### src/sv/esf_pkg.sv
`timescale 1ns / 1ps
`default_nettype none
// ----------------------------------------------------------------------------
// esf_pkg
// Types and constants shared by the ellipse span fill block.
// ----------------------------------------------------------------------------
package esf_pkg;

    localparam int CoordW = 12;   // box origin
    localparam int WidthW = 7;    // box width
    localparam int HeightW = 10;  // box height
    localparam int OutW = 13;     // emitted columns and rows
    localparam int ColW = 6;      // column index within the left half
    localparam int WalkW = 12;    // doubled walk row, two's complement
    localparam int ProdW = 17;    // |offset| * extent
    localparam int SqW = 34;      // squared products

    typedef struct packed {
        logic [CoordW-1:0]  origin_x;
        logic [CoordW-1:0]  origin_y;
        logic [WidthW-1:0]  box_width;
        logic [HeightW-1:0] box_height;
        logic               inverted;
    } t_in_item;

    typedef struct packed {
        logic [OutW-1:0] left_x;
        logic [OutW-1:0] right_x;
        logic [OutW-1:0] seg_a_from;
        logic [OutW-1:0] seg_a_to;
        logic            seg_b_valid;
        logic [OutW-1:0] seg_b_from;
        logic [OutW-1:0] seg_b_to;
        logic            last;
    } t_out_item;

    // Classified box command, as queued between front and back.
    typedef struct packed {
        logic [CoordW-1:0]  bx;
        logic [CoordW-1:0]  by;
        logic [WidthW-1:0]  w;
        logic [HeightW-1:0] h;
        logic               inv;
        logic [ColW-1:0]    last_col;   // w/2
        logic [OutW-1:0]    by_plus_h;
    } t_cmd;

    typedef enum logic [2:0] {
        S_IDLE,
        S_LIM,
        S_COL,
        S_XSQ,
        S_STEP,
        S_SQ,
        S_CMP,
        S_EMIT
    } t_back_state;

endpackage
`default_nettype wire

### src/sv/esf_front.sv
`timescale 1ns / 1ps
`default_nettype none
// ----------------------------------------------------------------------------
// esf_front
// Input stage: takes a box, derives its last column index and box bottom,
// and hands the command to the queue.
// ----------------------------------------------------------------------------
module esf_front (
    input  wire logic              i_clk,
    input  wire logic              i_rst_n,
    input  wire logic              i_in_valid,
    output logic                   o_in_ready,
    input  wire esf_pkg::t_in_item i_in_data,
    output logic                   o_push,
    output esf_pkg::t_cmd          o_cmd,
    input  wire logic              i_full
);

    logic          r_valid;
    esf_pkg::t_cmd r_cmd;
    esf_pkg::t_cmd n_cmd;
    logic          w_take;

    assign o_push     = r_valid && !i_full;
    assign o_in_ready = !r_valid || !i_full;
    assign w_take     = i_in_valid && o_in_ready;
    assign o_cmd      = r_cmd;

    always_comb begin
        n_cmd.bx        = i_in_data.origin_x;
        n_cmd.by        = i_in_data.origin_y;
        n_cmd.w         = i_in_data.box_width;
        n_cmd.h         = i_in_data.box_height;
        n_cmd.inv       = i_in_data.inverted;
        n_cmd.last_col  = i_in_data.box_width[esf_pkg::WidthW-1:1];
        n_cmd.by_plus_h = {1'b0, i_in_data.origin_y}
                        + {{(esf_pkg::OutW-esf_pkg::HeightW){1'b0}}, i_in_data.box_height};
    end

    always_ff @(posedge i_clk) begin
        if (!i_rst_n) begin
            r_valid <= 1'b0;
        end else if (w_take) begin
            r_valid <= 1'b1;
        end else if (o_push) begin
            r_valid <= 1'b0;
        end
    end

    always_ff @(posedge i_clk) begin
        if (w_take) begin
            r_cmd <= n_cmd;
        end
    end

endmodule
`default_nettype wire

### src/sv/esf_queue.sv
`timescale 1ns / 1ps
`default_nettype none
// ----------------------------------------------------------------------------
// esf_queue
// Two-entry command queue between the front and the walker.
// ----------------------------------------------------------------------------
module esf_queue (
    input  wire logic          i_clk,
    input  wire logic          i_rst_n,
    input  wire logic          i_push,
    input  wire esf_pkg::t_cmd i_cmd,
    output logic               o_full,
    input  wire logic          i_pop,
    output logic               o_valid,
    output esf_pkg::t_cmd      o_cmd
);

    esf_pkg::t_cmd r_mem [2];
    logic          r_wr_ptr;
    logic          r_rd_ptr;
    logic [1:0]    r_count;
    logic          w_push;
    logic          w_pop;

    assign o_full  = (r_count == 2'd2);
    assign o_valid = (r_count != 2'd0);
    assign o_cmd   = r_mem[r_rd_ptr];
    assign w_push  = i_push && !o_full;
    assign w_pop   = i_pop && o_valid;

    always_ff @(posedge i_clk) begin
        if (!i_rst_n) begin
            r_wr_ptr <= 1'b0;
            r_rd_ptr <= 1'b0;
            r_count  <= 2'd0;
        end else begin
            if (w_push) begin
                r_wr_ptr <= !r_wr_ptr;
            end
            if (w_pop) begin
                r_rd_ptr <= !r_rd_ptr;
            end
            if (w_push && !w_pop) begin
                r_count <= r_count + 2'd1;
            end else if (w_pop && !w_push) begin
                r_count <= r_count - 2'd1;
            end
        end
    end

    always_ff @(posedge i_clk) begin
        if (w_push) begin
            r_mem[r_wr_ptr] <= i_cmd;
        end
    end

endmodule
`default_nettype wire

### src/sv/esf_back.sv
`timescale 1ns / 1ps
`default_nettype none
// ----------------------------------------------------------------------------
// esf_back
// Column walker: per column, squares the x term, then walks the top row up
// one doubled step at a time while the pixel center stays inside the
// ellipse, and loads the result register.
// ----------------------------------------------------------------------------
module esf_back (
    input  wire logic          i_clk,
    input  wire logic          i_rst_n,
    input  wire logic          i_valid,
    input  wire esf_pkg::t_cmd i_cmd,
    output logic               o_pop,
    output logic               o_out_valid,
    input  wire logic          i_out_ready,
    output esf_pkg::t_out_item o_out_data
);

    localparam int OW = esf_pkg::OutW;
    localparam int WW = esf_pkg::WalkW;

    esf_pkg::t_back_state r_state, n_state;
    esf_pkg::t_cmd        r_cmd, n_cmd;
    logic [esf_pkg::ProdW-1:0] r_wh, n_wh;
    logic [esf_pkg::SqW-1:0]   r_lim, n_lim;
    logic [esf_pkg::ProdW-1:0] r_p, n_p;
    logic [esf_pkg::SqW-1:0]   r_xterm, n_xterm;
    logic [esf_pkg::ProdW-1:0] r_q, n_q;
    logic [esf_pkg::SqW-1:0]   r_sq, n_sq;
    logic signed [WW-1:0]      r_r, n_r;
    logic [esf_pkg::ColW-1:0]  r_i, n_i;
    logic                      r_out_valid, n_out_valid;
    esf_pkg::t_out_item        r_out, n_out;

    // column offset
    logic [7:0]               w_odd;
    logic [8:0]               w_dx;
    logic [8:0]               w_dx_neg;
    logic [esf_pkg::WidthW-1:0] w_dx_abs;
    // walk candidate
    logic signed [WW-1:0]     w_cand;
    logic signed [WW-1:0]     w_dy;
    logic signed [WW-1:0]     w_dy_neg;
    logic [WW-2:0]            w_dy_abs;
    logic [esf_pkg::SqW:0]    w_sum;
    // result rows
    logic [WW-1:0]            w_rp2;
    logic [13:0]              w_top;
    logic [OW-1:0]            w_dbl;
    logic [OW-1:0]            w_bottom;
    logic [OW-1:0]            w_top_row;
    logic                     w_out_free;

    assign o_out_valid = r_out_valid;
    assign o_out_data  = r_out;
    assign w_out_free  = !r_out_valid || i_out_ready;

    always_comb begin
        w_odd    = {1'b0, r_i, 1'b1};
        w_dx     = {1'b0, w_odd} - {2'b0, r_cmd.w};
        w_dx_neg = 9'd0 - w_dx;
        w_dx_abs = w_dx[8] ? w_dx_neg[6:0] : w_dx[6:0];

        w_cand   = r_r - 12'sd2;
        w_dy     = w_cand + 12'sd1 - $signed({2'b0, r_cmd.h});
        w_dy_neg = 12'sd0 - w_dy;
        w_dy_abs = w_dy[WW-1] ? w_dy_neg[WW-2:0] : w_dy[WW-2:0];
        w_sum    = {1'b0, r_xterm} + {1'b0, r_sq};

        // top = by + (r+2)/2 - 1, clamped at zero; r never drops below -2
        w_rp2     = r_r + 12'sd2;
        w_top     = {2'b0, r_cmd.by} + {3'b0, w_rp2[WW-1:1]} - 14'd1;
        w_top_row = w_top[13] ? '0 : w_top[OW-1:0];
        // bottom = by + (2h - r)/2
        w_dbl     = {2'b0, r_cmd.h, 1'b0} - {r_r[WW-1], r_r};
        w_bottom  = {1'b0, r_cmd.by} + {1'b0, w_dbl[OW-1:1]};
    end

    always_comb begin
        n_state     = r_state;
        n_cmd       = r_cmd;
        n_wh        = r_wh;
        n_lim       = r_lim;
        n_p         = r_p;
        n_xterm     = r_xterm;
        n_q         = r_q;
        n_sq        = r_sq;
        n_r         = r_r;
        n_i         = r_i;
        n_out       = r_out;
        n_out_valid = r_out_valid && !i_out_ready;
        o_pop       = 1'b0;

        case (r_state)
            esf_pkg::S_IDLE: begin
                if (i_valid) begin
                    o_pop   = 1'b1;
                    n_cmd   = i_cmd;
                    n_wh    = esf_pkg::ProdW'(i_cmd.w * i_cmd.h);
                    n_r     = $signed({2'b0, i_cmd.h});
                    n_i     = '0;
                    n_state = esf_pkg::S_LIM;
                end
            end
            esf_pkg::S_LIM: begin
                n_lim   = esf_pkg::SqW'(r_wh * r_wh);
                n_state = esf_pkg::S_COL;
            end
            esf_pkg::S_COL: begin
                n_p     = esf_pkg::ProdW'(w_dx_abs * r_cmd.h);
                n_state = esf_pkg::S_XSQ;
            end
            esf_pkg::S_XSQ: begin
                n_xterm = esf_pkg::SqW'(r_p * r_p);
                n_state = esf_pkg::S_STEP;
            end
            esf_pkg::S_STEP: begin
                // walk stops one row above the box
                if (w_cand < -12'sd2) begin
                    n_state = esf_pkg::S_EMIT;
                end else begin
                    n_q     = esf_pkg::ProdW'(w_dy_abs * r_cmd.w);
                    n_state = esf_pkg::S_SQ;
                end
            end
            esf_pkg::S_SQ: begin
                n_sq    = esf_pkg::SqW'(r_q * r_q);
                n_state = esf_pkg::S_CMP;
            end
            esf_pkg::S_CMP: begin
                if (w_sum > {1'b0, r_lim}) begin
                    n_state = esf_pkg::S_EMIT;
                end else begin
                    n_r     = w_cand;
                    n_state = esf_pkg::S_STEP;
                end
            end
            esf_pkg::S_EMIT: begin
                if (w_out_free) begin
                    n_out_valid      = 1'b1;
                    n_out.left_x     = {1'b0, r_cmd.bx} + {7'b0, r_i};
                    n_out.right_x    = {1'b0, r_cmd.bx} + {6'b0, r_cmd.w} - {7'b0, r_i};
                    n_out.seg_a_from = w_top_row;
                    n_out.seg_a_to   = r_cmd.inv ? {1'b0, r_cmd.by} : w_bottom;
                    n_out.seg_b_valid = r_cmd.inv;
                    n_out.seg_b_from = r_cmd.inv ? w_bottom : '0;
                    n_out.seg_b_to   = r_cmd.inv ? r_cmd.by_plus_h : '0;
                    n_out.last       = (r_i == r_cmd.last_col);
                    if (r_i == r_cmd.last_col) begin
                        n_state = esf_pkg::S_IDLE;
                    end else begin
                        n_i     = r_i + esf_pkg::ColW'(1);
                        n_state = esf_pkg::S_COL;
                    end
                end
            end
            default: begin
                n_state = esf_pkg::S_IDLE;
            end
        endcase
    end

    always_ff @(posedge i_clk) begin
        if (!i_rst_n) begin
            r_state     <= esf_pkg::S_IDLE;
            r_out_valid <= 1'b0;
            r_r         <= '0;
            r_i         <= '0;
        end else begin
            r_state     <= n_state;
            r_out_valid <= n_out_valid;
            r_r         <= n_r;
            r_i         <= n_i;
        end
    end

    always_ff @(posedge i_clk) begin
        r_cmd   <= n_cmd;
        r_wh    <= n_wh;
        r_lim   <= n_lim;
        r_p     <= n_p;
        r_xterm <= n_xterm;
        r_q     <= n_q;
        r_sq    <= n_sq;
        r_out   <= n_out;
    end

endmodule
`default_nettype wire

### src/sv/ellipse_span_fill.sv
`timescale 1ns / 1ps
`default_nettype none
// ----------------------------------------------------------------------------
// ellipse_span_fill
// Scanline fill of the ellipse inscribed in a box, one result per column of
// the left half, each naming the column and its mirror.
// ----------------------------------------------------------------------------
// Usage:
//   Input channel (i_in_valid / o_in_ready / i_in_data) takes one box per
//   transfer. Output channel (o_out_valid / i_out_ready / o_out_data) gives
//   box_width/2+1 transfers per box, the final one flagged by last.
//   A box is registered by the front stage and waits in a two-entry queue,
//   so up to three boxes can be taken while the walker is busy.
//   Walker per box: set up (S_IDLE, S_LIM), then per column the x term and
//   result (S_COL, S_XSQ, S_EMIT), plus S_STEP, S_SQ and S_CMP per test of
//   the walk; the walk only moves upward across the columns of a box,
//   through the shared multiply-square-compare loop.
//   A stalled receiver holds the result register; the walker keeps working
//   on the next column and waits only when it has a second result ready.
//   Synchronous active-low reset empties the queue and drops any result.
// ----------------------------------------------------------------------------
module ellipse_span_fill (
    input  wire logic               i_clk,
    input  wire logic               i_rst_n,
    input  wire logic               i_in_valid,
    output logic                    o_in_ready,
    input  wire esf_pkg::t_in_item  i_in_data,
    output logic                    o_out_valid,
    input  wire logic               i_out_ready,
    output esf_pkg::t_out_item      o_out_data
);

    logic          w_push;
    logic          w_full;
    logic          w_pop;
    logic          w_q_valid;
    esf_pkg::t_cmd w_front_cmd;
    esf_pkg::t_cmd w_q_cmd;

    esf_front u_front (
        .i_clk      (i_clk),
        .i_rst_n    (i_rst_n),
        .i_in_valid (i_in_valid),
        .o_in_ready (o_in_ready),
        .i_in_data  (i_in_data),
        .o_push     (w_push),
        .o_cmd      (w_front_cmd),
        .i_full     (w_full)
    );

    esf_queue u_queue (
        .i_clk   (i_clk),
        .i_rst_n (i_rst_n),
        .i_push  (w_push),
        .i_cmd   (w_front_cmd),
        .o_full  (w_full),
        .i_pop   (w_pop),
        .o_valid (w_q_valid),
        .o_cmd   (w_q_cmd)
    );

    esf_back u_back (
        .i_clk       (i_clk),
        .i_rst_n     (i_rst_n),
        .i_valid     (w_q_valid),
        .i_cmd       (w_q_cmd),
        .o_pop       (w_pop),
        .o_out_valid (o_out_valid),
        .i_out_ready (i_out_ready),
        .o_out_data  (o_out_data)
    );

endmodule
`default_nettype wire
### config.mk
export PLATFORM = sky130hd
export DESIGN_NAME = ellipse_span_fill
export DESIGN_NICKNAME = d
export VERILOG_FILES = /design/src/sv/esf_pkg.sv /design/src/sv/esf_front.sv /design/src/sv/esf_queue.sv /design/src/sv/esf_back.sv /design/src/sv/ellipse_span_fill.sv
export SDC_FILE = /design/constraint.sdc
export NUM_CORES = 2
export LEC_CHECK = 0
export ABC_AREA = 1
export BUFFER_PORTS_ARGS = -buffer_cell sky130_fd_sc_hd__buf_2
export CELL_PAD_IN_SITES_DETAIL_PLACEMENT = 1
export CELL_PAD_IN_SITES_GLOBAL_PLACEMENT = 1
export CORE_MARGIN = 1
export CORE_UTILIZATION = 45
export DETAILED_ROUTE_END_ITERATION = 8
export GPL_TIMING_DRIVEN = 0
export HOLD_SLACK_MARGIN = 0.08
export PLACE_DENSITY_LB_ADDON = 0.12
export SYNTH_ARGS = -nofsm -noshare
export SYNTH_HDL_FRONTEND = slang
export SYNTH_HIERARCHICAL = 1
export SYNTH_SLANG_ARGS = --single-unit
### constraint.sdc
create_clock -name i_clk -period 10.5 [get_ports i_clk]
set_input_delay 1.575 -clock i_clk [delete_from_list [all_inputs] [get_ports i_clk]]
set_output_delay 1.575 -clock i_clk [all_outputs]
set_load 0.03 [all_outputs]
# == After elaboration in Yosys (flattened, before gate mapping) ==
# Memory sizes are Yosys's and may differ from the RTL's. A register that Yosys moved wholly into a read port is not among the register bits.
# Index checks and enable logic that the tools add are counted.
# totals
reg_bits,382
ram_bits,122
input_bits,46
output_inout_bits,82
wordCells,136
memories,1
# op_classes
n_addsub,19
multipliers,6
n_lt_le_gt_ge,2
eq_ne,13
muxes,28
bitwise,1
reduce_logical,29
# memory_table
memory,depth,width,rd,rd_ports_with_merged_regs,write_ports,line_no,source
u_queue.r_mem,2,61,1,1,1,esf_queue.sv:18,esf_pkg::t_cmd r_mem [2];
# ops
operator,count
$mul 17x17->34,3
$mux 12,3
$add 34x34->35,1
$gt 35x34->1,1
$mul 7x10->17,2
$pmux 12 s2,1
$pmux 3 s8,1
$mux 6,3
$mul 11x7->17,1
$sub 14x1->14 const B,1
$add 12x10->13,1
$add 12x11->13,1
$add 12x12->13,1
$add 12x6->13,1
$add 12x7->13,1
$sub 12x12->13,1
$sub 13x6->13,1
$add 12x2->12 const B,1
$add 12x3->12 const B,1
$eq 3x3->1 const B,4
$lt 12x2->1 const B,1
$pmux 6 s2,1
$sub 12x11->12,1
$sub 12x3->12 const B,1
26 further kinds,64

# == Depth between registers and ports, before layout ==
# logic_depth
depth_word,8
ltp_mapped,44

# == By module ==
# Netlist, hierarchy kept.
# by_module_without_submodules
module,n_inst,cells_per_inst,area_each_um2,seq_area_each_um2
esf_back,1,5555,48293.8,9178.8
esf_queue,1,227,4952.2,3763.6
esf_front,1,184,2359.8,1671.6

# == Worst setup path before layout ==
# OpenSTA, ideal clock, no wires.
# synth_path
path_kind,in2reg
startpoint,in i_out_ready
endpoint,"reg u_back.r_out, in the netlist u_back/o_out_data[0] (enable)"
setup_time_ns,0.623
t_arrival_ns,7.190
setup_slack_ns,2.687
stages,2
cell_sequence,nor2_1 nor3_1
# synth_between
elab_chain_cells,2
# synth_lines
item,line_no,source
start: declaration,ellipse_span_fill.sv:29,"input wire logic i_out_ready,"
$logic_or 1x1->1,esf_back.sv:57,assign w_out_free = !r_out_valid || i_out_ready;
$reduce_and 2->1 (no line),--,
end signal: assignment,esf_back.sv:186,r_out <= n_out;
end: declaration,esf_back.sv:34,"esf_pkg::t_out_item r_out, n_out;"
# Every way passes these cells.
# A chain may end at the register's enable or synchronous reset.

# == Worst setup path after layout ==
# layout_path
startpoint,reg u_back.r_r[1]
endpoint,"reg u_back/r_q[15] in the netlist's numbering, data pin"
# layout_between
elab_chain_cells,6
# layout_lines
item,line_no,source
start: declaration,esf_back.sv:31,"logic signed [WW-1:0] r_r, n_r;"
start signal: assignment,esf_back.sv:173,r_r <= n_r;
$sub 12x3->12 (*),esf_back.sv:65,w_cand = r_r - 12'sd2;
$add 12x2->12 (*),esf_back.sv:66,"w_dy = w_cand + 12'sd1 - $signed({2'b0, r_cmd.h});"
$sub 12x11->12 (*),esf_back.sv:66,
$sub 1x11->11,esf_back.sv:67,w_dy_neg = 12'sd0 - w_dy;
$mux 11 (*),esf_back.sv:68,w_dy_abs = w_dy[WW-1] ? w_dy_neg[WW-2:0] : w_dy[WW-2:0];
$mul 11x7->17 (*),esf_back.sv:123,n_q = esf_pkg::ProdW'(w_dy_abs * r_cmd.w);
end signal: assignment,esf_back.sv:184,r_q <= n_q;
end: declaration,esf_back.sv:29,"logic [esf_pkg::ProdW-1:0] r_q, n_q;"
# Mark *: on every way between the ends. The rest lies on a longest branch, timed or not.

==> results.py <==
metrics = {
    "run_status": {
        "status": "completed",
    },
    "final_layout": {
        "drive_gt1_frac": 0.0603,
        "syn2layout_area_growth_pct": 9.39,
        "fill_cells": 13921,
        "layout.area.seq_mm2": 0.0146,
        "nNetsFinal": 7534,
        "multiInputGateArea_mm2": 0.0343,
    },
    "drt": {
        "drt-pass1-iter-count": 5,
        "drc": 0,
        "dr_total_vias": 39146,
        "viasPerCell": 4.99,
        "ant_nets": 0,
        "drt-initial-drc-count": 1642,
        "drt-total-wl_mm": 147,
        "wire_per_inst_um": 18.8,
    },
    "timing": {
        "finalSetupViolations": 0,
        "maxSlewViolCount": 0,
        "min_period_ns": 8.08,
        "rsz0062_at_grt": "false",
        "fmax_ghz": 0.124,
        "worst_pin_slew_ns": 1.12,
        "fin_crit_sh": 0.769,
        "finalClockSkew_ns": 0.0590,
        "slew_headroom": 0.250,
        "hold_slack_ns": 0.446,
        "finalHoldViolations": 0,
    },
    "yosys": {
        "seq_area_frac_synth": 0.263,
        "yosysWarningCount": 6,
        "yosys_register_bits": 496,
        "avgSynthCellArea_um2": 9.32,
        "synth_flop_cell": "edfxtp_1",
        "syn_inst": 5966,
        "syn_area_mm2": 0.0556,
        "yosysUniqueCellTypes": 57,
        "synth-edff-count": 468,
        "syn-num-nets": 7327,
        "ys_async_sr_fraction": 0,
    },
    "floorplan": {
        "die_area_mm2": 0.125,
        "fp.dieW_um": 354,
        "die_h_um": 354,
        "pin_count": 128,
        "initial_core_util": 0.455,
        "fp.coreArea_mm2": 0.122,
        "num_rows": 128,
    },
    "clocking": {
        "cts_buffer_depth": 3,
        "path_clk_slew_ns": 0.06,
        "numCtsBuffers": 56,
        "cts_setup_buffers": 0,
        "post_cts_resized": 0,
        "ctsHoldBuffers": 0,
        "htree_levels": 2,
        "cts_tree": "built",
        "clkSinkCount": 496,
        "root_buffer": "clkbuf_16",
        "worst_skew_pair.late_latency_ns": 0.67,
    },
    "global_route": {
        "overflow": 0,
        "grt_pass1_vias": 43807,
        "grt_max_degree": 34,
        "grt_usage": 0.240,
        "grt_pass1_wl_mm": 235,
        "antenna_found_initial": 2,
    },
    "setup_path": {
        "crit_path_top_delay_cell": "fa_1",
        "setup.worst_path.start_class": "register",
        "cp.required_ns": 10.86,
        "end_kind": "register",
        "worst_ep_arrival_time_ns": 8.44,
        "cp_max_fo": 10,
        "cpMostUsedCell": "nand2_1",
        "crit_type": "register to register",
        "max_stage_delay_ns": 0.54,
    },
    "job": {
        "cap_violations": 0,
    },
    "placed_design": {
        "dp_hpwl_mm": 123,
        "io_buffer_count": 127,
        "gp_congestion": 0.864,
    },
    "min_path": {
        "hold_path.class": "register to register",
    },
}
[placed cells by master (no fill, tap or decap), drive strengths merged, types with 17 or more instances in the layout]
cell type  Yosys  layout
a21o          18      18
a21oi        276     276
buf           19     168
clkbuf       142     211
clkinv         6      19
dfxtp         28      28
edfxtp       468     468
fa           710     710
ha           605     605
inv         1603    1609
mux2          61      61
nand2       1047    1047
nand3        100     100
nand4         27      27
nor2         279     279
nor3          38      38
o21ai        135     135
o21bai        17      17
or2           18      18
xnor2         86      86
xor2         189     189
[final cells by class]
cell class,instances,share of cell area
antenna,1,0.0000411
inverter,1609,0.0993
timing repair buffer,149,0.0167
tap,1625,0.0334
clock buffer,69,0.0247
sequential,496,0.240
clock inverter,37,0.00987
buffer,161,0.0124
multi-input combinational,3700,0.563
[logic make-up after synthesis]
group           Yosys count  synth area share
xor+xnor                275            0.0445
flops                   496             0.263
compound gates          510            0.0506
simple gates           1538             0.112
mux                      62            0.0166
buf+inv                1770             0.122
fa+ha+maj              1315             0.392
[routing by layer]
layer,vias up,GRT usage,routed length (µm)
met5,-,0,11
met3,211,0.0225,4550
met4,2,0.0696,4410
li1,18604,-,-
met2,574,0.431,74300
met1,19755,0.306,64100
[path summary, 6_finish.rpt]
check | end | slack [ns] | cells past startpoint | start
setup / recovery | u_back/r_q[15] | 2.42 | 41 | u_back/r_r[1]
hold / removal | u_queue/r_mem[0][26] | 0.45 | 0 | u_front/o_cmd[26]
setup reg to reg | u_back/r_q[15] | 2.42 | 41 | u_back/r_r[1]
hold reg to reg | u_queue/r_mem[0][26] | 0.45 | 0 | u_front/o_cmd[26]
[state kept, by name (all words and copies together) (netlist names), 6 cells and up, named ones only]
register           cells
u_queue/r_mem        122
u_back/o_out_data     80
u_front/o_cmd         55
u_back/r_p            17
u_back/r_r            12
u_back/r_xterm        33
u_back/r_lim          33
u_back/r_q            17
u_back/r_sq           33
u_back/r_wh           17
u_back/r_cmd          61
u_back/r_i             6
[worst max-delay path: cells and delay by family (launching register included)]
family / cells / cell delay, ns
and+or+nand+nor: 19 / 2.19
buffers and inverters: 8 / 0.50
adders and majority gates: 7 / 2.94
AOI/OAI and AO/OA: 5 / 0.90
DFF: 1 / 0.45
xor gates and xnor gates: 2 / 0.78
[Yosys cell counts, types with 9 or more instances]
cell	n	area [µm²]
xnor2_1	84	736
o21a_1	12	90.1
o21ai_1	10	50.1
a21o_1	17	128
nor2_1	279	1050
dfxtp_1	28	561
mux2_4	60	901
nor4_1	9	56.3
a21boi_0	10	75.1
nor3_1	36	180
o21ai_0	124	621
or2_2	15	93.8
edfxtp_1	468	14100
a31oi_1	12	75.1
nand2_2	10	62.6
o21bai_1	17	128
xor2_1	185	1620
clkbuf_1	142	533
fa_1	710	14200
ha_1	605	7570
nand4_1	27	169
nand3_1	96	480
inv_1	1601	6010
a21oi_1	274	1370
nand2_1	1037	3890
[per-stage QoR]
step / instances / setup WS [ns] / cell area, µm² / setup TNS (ns) / utilization
floorplan: 5966 / 2.69 / 55600 / 0 / -
global placement: 7718 / -0.763 / 58300 / -62.05 / 0.477
detailed placement: 7740 / 2.45 / 58700 / 0 / 0.481
CTS: 7846 / 2.39 / 60800 / 0 / 0.498
global route: 7847 / 1.78 / 60800 / 0 / 0.498
finish: 7847 / 2.42 / 60800 / 0 / 0.498
Power is not shown: default switching activity piles up to over one toggle a cycle in this logic, so the estimate is an artifact.
